$ cat config.mk
export PLATFORM = sky130hd
export DESIGN_NAME = dual_ema_trend_quadrant
export DESIGN_NICKNAME = d
export VERILOG_FILES = /design/src/hw/rtl/dema_pkg.sv /design/src/hw/rtl/dema_cfg.sv /design/src/hw/rtl/dema_mul.sv /design/src/hw/rtl/dual_ema_trend_quadrant.sv
export SDC_FILE = /design/constraint.sdc
export NUM_CORES = 1
export LEC_CHECK = 0
export BUFFER_PORTS_ARGS = -buffer_cell sky130_fd_sc_hd__buf_2
export CAP_MARGIN = 20
export CORE_MARGIN = 1
export CORE_UTILIZATION = 55
export CTS_CLUSTER_SIZE = 16
export DETAILED_ROUTE_END_ITERATION = 10
export PLACE_DENSITY_LB_ADDON = 0.2
export SETUP_SLACK_MARGIN = 0.3
export SYNTH_ARGS = -nofsm -noshare
export SYNTH_HDL_FRONTEND = slang
export SYNTH_HIERARCHICAL = 1
export SYNTH_SLANG_ARGS = --single-unit
$ cat constraint.sdc
create_clock -name i_clk -period 6.7 [get_ports i_clk]
set_input_delay 0.335 -clock i_clk [delete_from_list [all_inputs] [get_ports i_clk]]
set_output_delay 0.335 -clock i_clk [all_outputs]
set_load 0.05 [all_outputs]
$ cat src/hw/rtl/dema_pkg.sv
// shared types and constants for the dual exponential-average trend classifier
// no dependencies; imported by every module of the block
package dema_pkg;

    localparam int ALPHA_W   = 17;
    localparam int SAMPLE_W  = 24;
    localparam int ACC_W     = 32;
    localparam int CNT_W     = 32;
    // multiplicand width covers (step - velocity), quotient width covers nv before saturation
    localparam int MCAND_W   = 34;
    localparam int QUOT_W    = 36;
    localparam int MUL_STEPS = ALPHA_W;
    localparam int FRAC_SH   = 16;

    localparam logic [ALPHA_W-1:0] ALPHA_ONE   = 17'h10000;
    localparam logic [ALPHA_W-1:0] ALPHA_RESET = 17'd6554;
    localparam logic [CNT_W-1:0]   CNT_MAX     = '1;

    localparam logic CMD_RECORD = 1'b0;
    localparam logic CMD_CLEAR  = 1'b1;

    localparam logic REG_LEVEL_ALPHA = 1'b0;
    localparam logic REG_SLOPE_ALPHA = 1'b1;

    typedef enum logic [1:0] {
        Q_RISING     = 2'd0,
        Q_FADING     = 2'd1,
        Q_FALLING    = 2'd2,
        Q_RECOVERING = 2'd3
    } t_quadrant;

    typedef struct packed {
        logic                       cmd;
        logic signed [SAMPLE_W-1:0] sample;
    } t_in_item;

    typedef struct packed {
        logic signed [ACC_W-1:0] level_avg;
        logic signed [ACC_W-1:0] velocity_avg;
        t_quadrant               quadrant;
        t_quadrant               prior_quadrant;
        logic                    changed;
        logic [CNT_W-1:0]        transition_count;
        logic [CNT_W-1:0]        sample_count;
    } t_out_item;

    typedef struct packed {
        logic [ALPHA_W-1:0] level_alpha;
        logic [ALPHA_W-1:0] slope_alpha;
    } t_cfg;

    typedef struct packed {
        logic                      start;
        logic signed [MCAND_W-1:0] mcand;
        logic [ALPHA_W-1:0]        mplier;
    } t_mul_req;

    typedef struct packed {
        logic                     done;
        logic signed [QUOT_W-1:0] quot;
    } t_mul_rsp;

    // values above one act as one
    function automatic logic [ALPHA_W-1:0] clamp_alpha(input logic [ALPHA_W-1:0] a);
        return a[ALPHA_W-1] ? ALPHA_ONE : a;
    endfunction

    function automatic t_quadrant classify(input logic level_neg, input logic vel_neg);
        t_quadrant q;
        case ({level_neg, vel_neg})
            2'b00:   q = Q_RISING;
            2'b01:   q = Q_FADING;
            2'b11:   q = Q_FALLING;
            2'b10:   q = Q_RECOVERING;
            default: q = Q_RISING;
        endcase
        return q;
    endfunction

endpackage

$ cat src/hw/rtl/dema_cfg.sv
// configuration registers behind the apb-style port
// depends on dema_pkg
module dema_cfg import dema_pkg::*; (
    input  logic        i_clk,
    input  logic        i_rst_n,
    input  logic        psel,
    input  logic        penable,
    input  logic        pwrite,
    input  logic [2:0]  paddr,
    input  logic [31:0] pwdata,
    output logic [31:0] prdata,
    output logic        pready,
    output t_cfg        o_cfg
);

    logic [ALPHA_W-1:0] r_level_alpha;
    logic [ALPHA_W-1:0] r_slope_alpha;
    logic               w_wr;

    assign pready = 1'b1;
    assign w_wr   = psel & penable & pwrite;

    always_ff @(posedge i_clk) begin
        if (!i_rst_n) begin
            r_level_alpha <= ALPHA_RESET;
            r_slope_alpha <= ALPHA_RESET;
        end else if (w_wr) begin
            case (paddr[2])
                REG_LEVEL_ALPHA: r_level_alpha <= pwdata[ALPHA_W-1:0];
                REG_SLOPE_ALPHA: r_slope_alpha <= pwdata[ALPHA_W-1:0];
                default: ;
            endcase
        end
    end

    always_comb begin
        case (paddr[2])
            REG_LEVEL_ALPHA: prdata = {{(32-ALPHA_W){1'b0}}, r_level_alpha};
            REG_SLOPE_ALPHA: prdata = {{(32-ALPHA_W){1'b0}}, r_slope_alpha};
            default:         prdata = '0;
        endcase
    end

    assign o_cfg.level_alpha = clamp_alpha(r_level_alpha);
    assign o_cfg.slope_alpha = clamp_alpha(r_slope_alpha);

endmodule

$ cat src/hw/rtl/dema_mul.sv
// bit-serial shift-and-add multiplier, one smoothing-factor bit per cycle
// gives floor(alpha * mcand / 65536); depends on dema_pkg
module dema_mul import dema_pkg::*; (
    input  logic     i_clk,
    input  logic     i_rst_n,
    input  t_mul_req i_req,
    output t_mul_rsp o_rsp
);

    localparam int CNT_BITS = $clog2(MUL_STEPS);

    logic                      r_busy;
    logic                      r_done;
    logic [CNT_BITS-1:0]       r_cnt;
    logic signed [MCAND_W-1:0] r_mcand;
    logic [ALPHA_W-1:0]        r_mplier;
    logic signed [QUOT_W-1:0]  r_hi;
    logic [ALPHA_W-1:0]        r_lo;
    logic signed [QUOT_W-1:0]  n_sum;

    // partial sum stays narrow: the product leaves through r_lo one bit a cycle
    assign n_sum = r_hi + (r_mplier[0] ? QUOT_W'(r_mcand) : '0);

    always_ff @(posedge i_clk) begin
        if (!i_rst_n) begin
            r_busy <= 1'b0;
            r_done <= 1'b0;
            r_cnt  <= '0;
        end else begin
            r_done <= 1'b0;
            if (i_req.start) begin
                r_busy   <= 1'b1;
                r_cnt    <= '0;
                r_hi     <= '0;
                r_lo     <= '0;
                r_mcand  <= i_req.mcand;
                r_mplier <= i_req.mplier;
            end else if (r_busy) begin
                r_hi     <= n_sum >>> 1;
                r_lo     <= {n_sum[0], r_lo[ALPHA_W-1:1]};
                r_mplier <= r_mplier >> 1;
                r_cnt    <= r_cnt + 1'b1;
                if (r_cnt == CNT_BITS'(MUL_STEPS - 1)) begin
                    r_busy <= 1'b0;
                    r_done <= 1'b1;
                end
            end
        end
    end

    // full product is {r_hi, r_lo}; the arithmetic shift by 16 keeps r_lo's top bit
    assign o_rsp.done = r_done;
    assign o_rsp.quot = {r_hi[QUOT_W-2:0], r_lo[ALPHA_W-1]};

endmodule

$ cat src/hw/rtl/dual_ema_trend_quadrant.sv
// An accepted sample runs two passes of the bit-serial multiplier (level, then
// velocity), each of 17 shift-and-add steps and then the done flag, then the classify
// state and the load of the output register. A clear command goes straight to the
// output state, and the first sample after a clear skips the multiplier. One sample
// is in flight at a time and the next is taken the cycle after the result is loaded;
// it is taken while the previous result still waits in the output register.
// depends on dema_pkg, dema_cfg, dema_mul
module dual_ema_trend_quadrant import dema_pkg::*; (
    input  logic        i_clk,
    input  logic        i_rst_n,
    input  logic        i_in_valid,
    output logic        o_in_stall,
    input  t_in_item    i_in_data,
    output logic        o_out_valid,
    input  logic        i_out_stall,
    output t_out_item   o_out_data,
    input  logic        psel,
    input  logic        penable,
    input  logic        pwrite,
    input  logic [2:0]  paddr,
    input  logic [31:0] pwdata,
    output logic [31:0] prdata,
    output logic        pready
);

    typedef enum logic [2:0] {
        S_IDLE,
        S_LMUL,
        S_VMUL,
        S_CLASS,
        S_OUT
    } t_state;

    t_state                   r_state;
    logic signed [ACC_W-1:0]  r_level;
    logic signed [ACC_W-1:0]  r_vel;
    logic                     r_seeded;
    t_quadrant                r_quad;
    t_quadrant                r_prior;
    logic                     r_changed;
    logic [CNT_W-1:0]         r_samples;
    logic [CNT_W-1:0]         r_trans;
    logic                     r_out_valid;
    t_out_item                r_out_data;

    t_cfg                     w_cfg;
    t_mul_req                 w_req;
    t_mul_rsp                 w_rsp;
    logic                     w_accept;
    logic signed [ACC_W-1:0]  w_target;
    logic signed [QUOT_W-1:0] n_vel_wide;
    t_quadrant                n_quad;

    dema_cfg u_cfg (
        .i_clk   (i_clk),
        .i_rst_n (i_rst_n),
        .psel    (psel),
        .penable (penable),
        .pwrite  (pwrite),
        .paddr   (paddr),
        .pwdata  (pwdata),
        .prdata  (prdata),
        .pready  (pready),
        .o_cfg   (w_cfg)
    );

    dema_mul u_mul (
        .i_clk   (i_clk),
        .i_rst_n (i_rst_n),
        .i_req   (w_req),
        .o_rsp   (w_rsp)
    );

    assign o_in_stall = (r_state != S_IDLE);
    assign w_accept   = i_in_valid && (r_state == S_IDLE);
    assign w_target   = {i_in_data.sample, 8'b0};
    assign n_vel_wide = QUOT_W'(r_vel) + w_rsp.quot;
    assign n_quad     = classify(r_level[ACC_W-1], r_vel[ACC_W-1]);

    // level pass starts on acceptance, velocity pass as soon as the level step is known
    always_comb begin
        w_req = '0;
        if (w_accept && i_in_data.cmd == CMD_RECORD && r_seeded) begin
            w_req.start  = 1'b1;
            w_req.mcand  = MCAND_W'(w_target) - MCAND_W'(r_level);
            w_req.mplier = w_cfg.level_alpha;
        end else if (r_state == S_LMUL && w_rsp.done) begin
            w_req.start  = 1'b1;
            w_req.mcand  = w_rsp.quot[MCAND_W-1:0] - MCAND_W'(r_vel);
            w_req.mplier = w_cfg.slope_alpha;
        end
    end

    always_ff @(posedge i_clk) begin
        if (!i_rst_n) begin
            r_state     <= S_IDLE;
            r_level     <= '0;
            r_vel       <= '0;
            r_seeded    <= 1'b0;
            r_quad      <= Q_RISING;
            r_prior     <= Q_RISING;
            r_changed   <= 1'b0;
            r_samples   <= '0;
            r_trans     <= '0;
            r_out_valid <= 1'b0;
        end else begin
            // the output state reloads the register itself
            if (!i_out_stall && r_state != S_OUT) begin
                r_out_valid <= 1'b0;
            end
            case (r_state)
                S_IDLE: begin
                    if (w_accept) begin
                        r_changed <= 1'b0;
                        if (i_in_data.cmd == CMD_CLEAR) begin
                            r_level   <= '0;
                            r_vel     <= '0;
                            r_seeded  <= 1'b0;
                            r_quad    <= Q_RISING;
                            r_prior   <= Q_RISING;
                            r_samples <= '0;
                            r_trans   <= '0;
                            r_state   <= S_OUT;
                        end else begin
                            r_prior <= r_quad;
                            if (r_seeded) begin
                                r_state <= S_LMUL;
                            end else begin
                                r_level  <= w_target;
                                r_vel    <= '0;
                                r_seeded <= 1'b1;
                                r_state  <= S_CLASS;
                            end
                        end
                    end
                end
                S_LMUL: begin
                    if (w_rsp.done) begin
                        // level moves toward the target so it never leaves its range
                        r_level <= r_level + w_rsp.quot[ACC_W-1:0];
                        r_state <= S_VMUL;
                    end
                end
                S_VMUL: begin
                    if (w_rsp.done) begin
                        if (n_vel_wide[QUOT_W-1:ACC_W-1] == '0 ||
                            n_vel_wide[QUOT_W-1:ACC_W-1] == '1) begin
                            r_vel <= n_vel_wide[ACC_W-1:0];
                        end else if (n_vel_wide[QUOT_W-1]) begin
                            r_vel <= {1'b1, {(ACC_W-1){1'b0}}};
                        end else begin
                            r_vel <= {1'b0, {(ACC_W-1){1'b1}}};
                        end
                        r_state <= S_CLASS;
                    end
                end
                S_CLASS: begin
                    if (n_quad != r_quad) begin
                        // first placement after a clear is not a transition
                        if (r_samples != '0) begin
                            r_changed <= 1'b1;
                            if (r_trans != CNT_MAX) begin
                                r_trans <= r_trans + 1'b1;
                            end
                        end
                        r_quad <= n_quad;
                    end
                    if (r_samples != CNT_MAX) begin
                        r_samples <= r_samples + 1'b1;
                    end
                    r_state <= S_OUT;
                end
                S_OUT: begin
                    if (!r_out_valid || !i_out_stall) begin
                        r_out_valid                 <= 1'b1;
                        r_out_data.level_avg        <= r_level;
                        r_out_data.velocity_avg     <= r_vel;
                        r_out_data.quadrant         <= r_quad;
                        r_out_data.prior_quadrant   <= r_prior;
                        r_out_data.changed          <= r_changed;
                        r_out_data.transition_count <= r_trans;
                        r_out_data.sample_count     <= r_samples;
                        r_state                     <= S_IDLE;
                    end
                end
                default: r_state <= S_IDLE;
            endcase
        end
    end

    assign o_out_valid = r_out_valid;
    assign o_out_data  = r_out_data;

    a_mul_done_in_pass: assert property (@(posedge i_clk) disable iff (!i_rst_n)
        w_rsp.done |-> (r_state == S_LMUL || r_state == S_VMUL))
        else $error("multiplier finished outside a multiply pass");

    a_trans_le_samples: assert property (@(posedge i_clk) disable iff (!i_rst_n)
        r_out_valid |-> (r_out_data.transition_count <= r_out_data.sample_count))
        else $error("more transitions than samples");

    a_changed_quadrant: assert property (@(posedge i_clk) disable iff (!i_rst_n)
        (r_out_valid && r_out_data.changed) |->
            (r_out_data.quadrant != r_out_data.prior_quadrant))
        else $error("change flagged without a quadrant change");

    a_unseeded_empty: assert property (@(posedge i_clk) disable iff (!i_rst_n)
        !r_seeded |-> (r_samples == '0 && r_trans == '0))
        else $error("counts held while unseeded");

    a_out_loaded: assert property (@(posedge i_clk) disable iff (!i_rst_n)
        (r_state == S_OUT && (!r_out_valid || !i_out_stall)) |=> (r_out_valid && !o_in_stall))
        else $error("result not presented on leaving the output state");

endmodule
==> flow_summary.ini, run 1 <==
[synthesis]
synth-edff-count = 220
syn-cell-area_mm2 = 0.0244
ys_warn_count = 6
synth_top_area_share_pct = 27.0
synth_ff_type = edfxtp_1
synth_cells = 2552
ys_ff_latch = 399
synth_area_leaders = edfxtp_1, dfxtp_1, ha_1
synth_area_leader_cell = edfxtp_1
ys_types = 101
ys_seq_area_share_pct = 41.7
synthArstFlopShare_pct = 0
synth.avg_cell_area_um2 = 9.58

[placed_design]
placed_area_mm2 = 0.0258
io_buffers = 201
place_congestion = 0.956
dp_hpwl_um = 48200

[timing]
period_needed_ns = 4.67
final.setup.tns_ns = 0
worstMarginPinSlew_ns = 1.08
finalCritPeriodShare_pct = 69.8
finalClockSkew_ns = 0.0136
setup_viol = 0
hold_ws_ns = 0.0228
grt_setup_unrepaired = no
clock.fmax_mhz = 214
hold_viol = 0
maxSlewHeadroom_pct = 27.7
slew_violations = 0

[route]
post_drt_wl_per_cell_um = 19.5
routed_via_density = 5.93
vias = 19700
drtIter0Drc = 1968
drc = 0
dr.pass1.iters = 6
wl_um = 64900
ant_nets = 0

[critical_path]
cp-end-kind = flop
path_class = reg -> reg
path_max_fanout = 29
arrival_ns = 5.17
start_kind = flop
cp_data_required_time_ns = 7.20

[floorplan]
dieArea_mm2 = 0.0453
coreArea_mm2 = 0.0435
die_y_um = 213
initial_core_util_pct = 56.2
rows = 76
io_pins = 235
die_w_um = 213

[layout]
drive_gt1_share_pct = 14.0
seq_area_mm2 = 0.0102
nets = 2945
multi_input_area_mm2 = 0.0132
fillers = 3638
finish.instance_area_mm2 = 0.0275
area_growth_pct = 12.5

[clock_tree]
hold_buffers = 10
cts_buffers = 45
ctsHtreeMaxLevel = 2
clkLatencyLatePin_ns = 0.60
clock-sinks = 399
path_clk_slew_ns = 0.06
cts_tree = done
cts_resized = 0
cts_root_buf = clkbuf_16
clockBufferDepth = 3
cts_setup_buffers = 0

[global_routing]
grt_util_met1_pct = 38.7
grt_overflow = 0
globalRouteTotalUtil_pct = 28.5
grt_pass1_wl_um = 101000
grtUsageMet3_pct = 3.59
grt-busiest-layer = met2
grt_pass1_vias = 18700
grt_max_degree = 106
antenna_found_initial = 2
grt_use_met2_pct = 46.6

[pwr]
p_clk_share_pct = 33.8
leakage_nw = 10.8
p_int_mw = 5.18
power_switching_mw = 2.71
switching_share_pct = 34.4
sequentialPowerShare_pct = 37.3
p_per_area_mw_per_mm2 = 287
p_comb_share_pct = 28.9
p_total_mw = 7.90
irDropWorstVdd_mv = 0.233

[min_path]
hold_class = in -> reg

[outcome]
status = completed

[job]
cap_viol_max_count = 0
## power by group through the flow
stage / clock, mW / sequential, mW / combinational (mW)
global route: 2.80 / 2.96 / 2.49
finish: 2.67 / 2.94 / 2.28
floorplan: 0 / 3.16 / 1.51
global placement: 0 / 2.99 / 2.20
detailed placement: 0 / 2.99 / 2.24
CTS: 2.71 / 2.94 / 2.26
## cell usage in the layout, fill, tap and decap left out, drive strengths merged, types with 49 or more instances in the layout
master	count
edfxtp	220
clkbuf	61
o21ai	98
ha	167
and2	50
nand3	60
dfxtp	179
xor2	89
nor2	226
nor2b	74
xnor2	103
nand2	178
a21oi	174
inv	130
a21o	49
buf	219
## cell type report
| class | instances | area share (%) |
|---|---|---|
| Clock buffer | 61 | 4.76 |
| Tap cell | 585 | 2.66 |
| Antenna cell | 2 | 0.0182 |
| Sequential cell | 399 | 37.1 |
| Timing Repair Buffer | 229 | 4.68 |
| Inverter | 128 | 1.75 |
| Multi-Input combinational cell | 1904 | 48.0 |
| Clock inverter | 23 | 1.10 |
## final timing paths
path	depth (start not counted)	start	slack, ns	endpoint
max reg2reg	13	u_mul/r_hi[9]	2.03	r_vel[2]
min reg2reg	0	r_prior[1]	0.44	o_out_data[66]
min	3	pwdata[6]	0.02	u_cfg/r_level_alpha[6]
max	13	u_mul/r_hi[9]	2.03	r_vel[2]
## cell families (layout without fill, tap and decap cells)
group | count (synthesis) | after routing | share of synthesized area, %
other | 2 | 18 | 0.0307
and+or+nand+nor | 820 | 820 | 17.0
muxes | 75 | 75 | 3.27
adders and majority gates | 171 | 171 | 8.88
DFF | 399 | 399 | 41.7
xor gates and xnor gates | 193 | 193 | 6.97
buffers and inverters | 263 | 441 | 4.71
AOI/OAI and AO/OA | 629 | 629 | 17.5
## cell usage after synthesis (60+ instances only)
cell type and count:
nor2b_1 73, xor2_1 89, o21ai_0 86, xnor2_1 103, a21oi_1 171, inv_1 125, nand3_1 60, dfxtp_1 179
clkbuf_1 83, ha_1 167, nand2_1 177, edfxtp_1 220, nor2_1 226
## critical path, stage by stage (launching register included)
cell,delay (ns)
edfxtp_1,0.52
ha_1,0.50
nor2b_2,0.27
o311ai_0,0.16
a21o_1,0.20
a311oi_1,0.32
and3b_1,0.30
o21bai_1,0.44
a211oi_1,0.18
xnor2_1,0.20
o41ai_2,0.74
nand3_1,0.14
buf_4,0.30
o311ai_2,0.29
## per-stage QoR
stage / cells / setup WS (ns) / util [%]
finish: 3331 / 2.03 / 63.3
detailed placement: 3235 / 2.10 / 59.3
CTS: 3329 / 2.07 / 63.3
global route: 3330 / 1.84 / 63.3
floorplan: 2566 / 2.09 / -
global placement: 3233 / 2.14 / 59.2
## state kept, by name, indices dropped and copies added, names as in the netlist, 2 cells and up
| name | count |
|---|---|
| o_out_data | 133 |
| u_mul/r_hi | 35 |
| u_mul/r_mcand | 34 |
| r_level | 32 |
| r_samples | 32 |
| r_trans | 32 |
| r_vel | 32 |
| u_cfg/r_level_alpha | 17 |
| u_cfg/r_slope_alpha | 17 |
| u_mul/r_mplier | 17 |
| u_mul/r_cnt | 5 |
| r_state | 3 |
| r_prior | 2 |
| r_quad | 2 |
## routing by layer
| metal | vias to the layer above | part of all wire [%] |
|---|---|---|
| li1 | 9501 | - |
| met1 | 9474 | 45 |
| met5 | - | 0.020 |
| met2 | 658 | 46 |
| met4 | 2 | 2.9 |
| met3 | 105 | 6.0 |
Note: power is estimated with default switching activity, not from simulation.
==> inputs of run 2 (changes only) <==
- clock period: 6.7 -> 4.6 ns (I/O delays scaled with it)
==> flow_summary.ini, run 2 (synthesized netlist as in run 1, its figures left out) <==
[critical_path]
path_class = reg -> reg
arrival_ns = 4.61
start_kind = flop
cp-end-kind = flop
cp_data_required_time_ns = 5.07
path_max_fanout = 19
worst_r2r_path_depth = 14

[timing]
final.setup.tns_ns = 0
finalClockSkew_ns = 0.0145
maxSlewHeadroom_pct = 30.0
hold_viol = 0
hold_ws_ns = 0.0448
slew_violations = 0
clock.fmax_mhz = 242
setup_viol = 0
finalCritPeriodShare_pct = 89.9
grt_setup_unrepaired = no
fin_ws_ns = 0.466
worstMarginPinSlew_ns = 1.05
period_needed_ns = 4.13

[layout]
drive_gt1_share_pct = 14.4
area_growth_pct = 13.1
layout_common_cells = nor2_1, edfxtp_1, buf_2
multi_input_area_mm2 = 0.0132
num_antenna_cells = 0
largest_reg_flops = 133
layout_commonest_cell = nor2_1
seq_area_mm2 = 0.0102
fin_cells = 3360
fillers = 3598
finish.instance_area_mm2 = 0.0276
fin_util_pct = 63.6
nets = 2979

[global_routing]
grt_pass1_vias = 18900
grt_pass1_wl_um = 101000
globalRouteTotalUtil_pct = 28.5
grt_overflow = 0
grt_max_degree = 59
antenna_found_initial = 0

[floorplan]
rows = 76
coreArea_mm2 = 0.0435
dieArea_mm2 = 0.0453
die_y_um = 213
initial_core_util_pct = 56.2
die_w_um = 213
io_pins = 235

[route]
drtIter0Drc = 1997
ant_nets = 0
routed_via_density = 5.89
dr.pass1.iters = 6
post_drt_wl_per_cell_um = 19.3
drc = 0
vias = 19800
wl_um = 65000

[outcome]
status = completed

[pwr]
p_clk_share_pct = 32.0
p_total_mw = 11.2
p_int_mw = 7.34
sequentialPowerShare_pct = 38.4
power_switching_mw = 3.81
p_per_area_mw_per_mm2 = 403
irDropWorstVdd_mv = 0.289
switching_share_pct = 34.1
p_comb_share_pct = 29.6
leakage_nw = 10.9

[clock_tree]
cts_setup_buffers = 0
cts_buffers = 43
clkLatencyLatePin_ns = 0.57
ctsHtreeMaxLevel = 2
cts_root_buf = clkbuf_16
cts_tree = done
clockBufferDepth = 3
clock-sinks = 399
path_clk_slew_ns = 0.06

[min_path]
holdPathStages = 3
hold_class = in -> reg

[placed_design]
dp_hpwl_um = 48600
post-place-ws_ns = 0.383
placed_area_mm2 = 0.0260
place_congestion = 1.03
io_buffers = 201
dp_cells = 3260

[job]
cap_viol_max_count = 0
-- run 2: cell types whose count changed in the layout (fill, tap and decap cells not counted), moves of 2 or more --
| cell | change |
|---|---|
| clkbuf_16 | -3 |
| dlygate4sd3_1 | +11 |
| diode_2 | -2 |
| bufinv_16 | -2 |
| clkbuf_1 | +4 |
| buf_4 | +23 |
-- run 2: path summary, 6_finish.rpt --
path / end / slack, ns / start
min reg2reg: o_out_data[65] / 0.43 / r_prior[0]
max reg2reg: r_vel[12] / 0.47 / u_mul/r_hi[7]
min: r_level[26] / 0.04 / i_in_data[18]
max: r_vel[12] / 0.47 / u_mul/r_hi[7]
-- run 2: layout make-up --
| class | instances | area share (%) |
|---|---|---|
| Multi-Input combinational cell | 1904 | 47.7 |
| Sequential cell | 399 | 36.9 |
| Timing Repair Buffer | 265 | 5.79 |
| Clock buffer | 62 | 4.52 |
| Tap cell | 585 | 2.65 |
| Inverter | 128 | 1.74 |
| Clock inverter | 17 | 0.701 |
-- run 2: repair_timing --
item | in CTS | in global routing
endpoints found under the setup margin | 0 | 20
gates resized for setup | 0 | 4
hold endpoints to repair | 38 | 0
hold buffers | 21 | 0
-- run 2: power by group through the flow --
stage / combinational (mW) / clock [mW] / sequential, mW
finish: 3.30 / 3.56 / 4.28
global route: 3.62 / 3.74 / 4.31
CTS: 3.28 / 3.62 / 4.28
detailed placement: 3.24 / 0 / 4.35
global placement: 3.19 / 0 / 4.35
floorplan: 2.20 / 0 / 4.60
-- run 2: layer usage --
metal  up-vias  track usage, %  routed length (µm)
met5         -               0                   0
li1       9591               -                   -
met2       659            47.4               30100
met3       114            3.65                3950
met4         0            9.55                1970
met1      9438            38.3               29000
-- run 2: worst max-delay path: stages, from the launching register on --
cell and delay (ns):
edfxtp_1 0.51, ha_1 0.56, inv_1 0.16, a2111oi_4 0.38
a21o_1 0.19, a311oi_1 0.06, and3b_1 0.38, o21bai_2 0.15
a211oi_1 0.30, xnor2_1 0.18, o41ai_2 0.33, buf_4 0.19
nand3_1 0.11, buf_6 0.24, o311ai_2 0.27
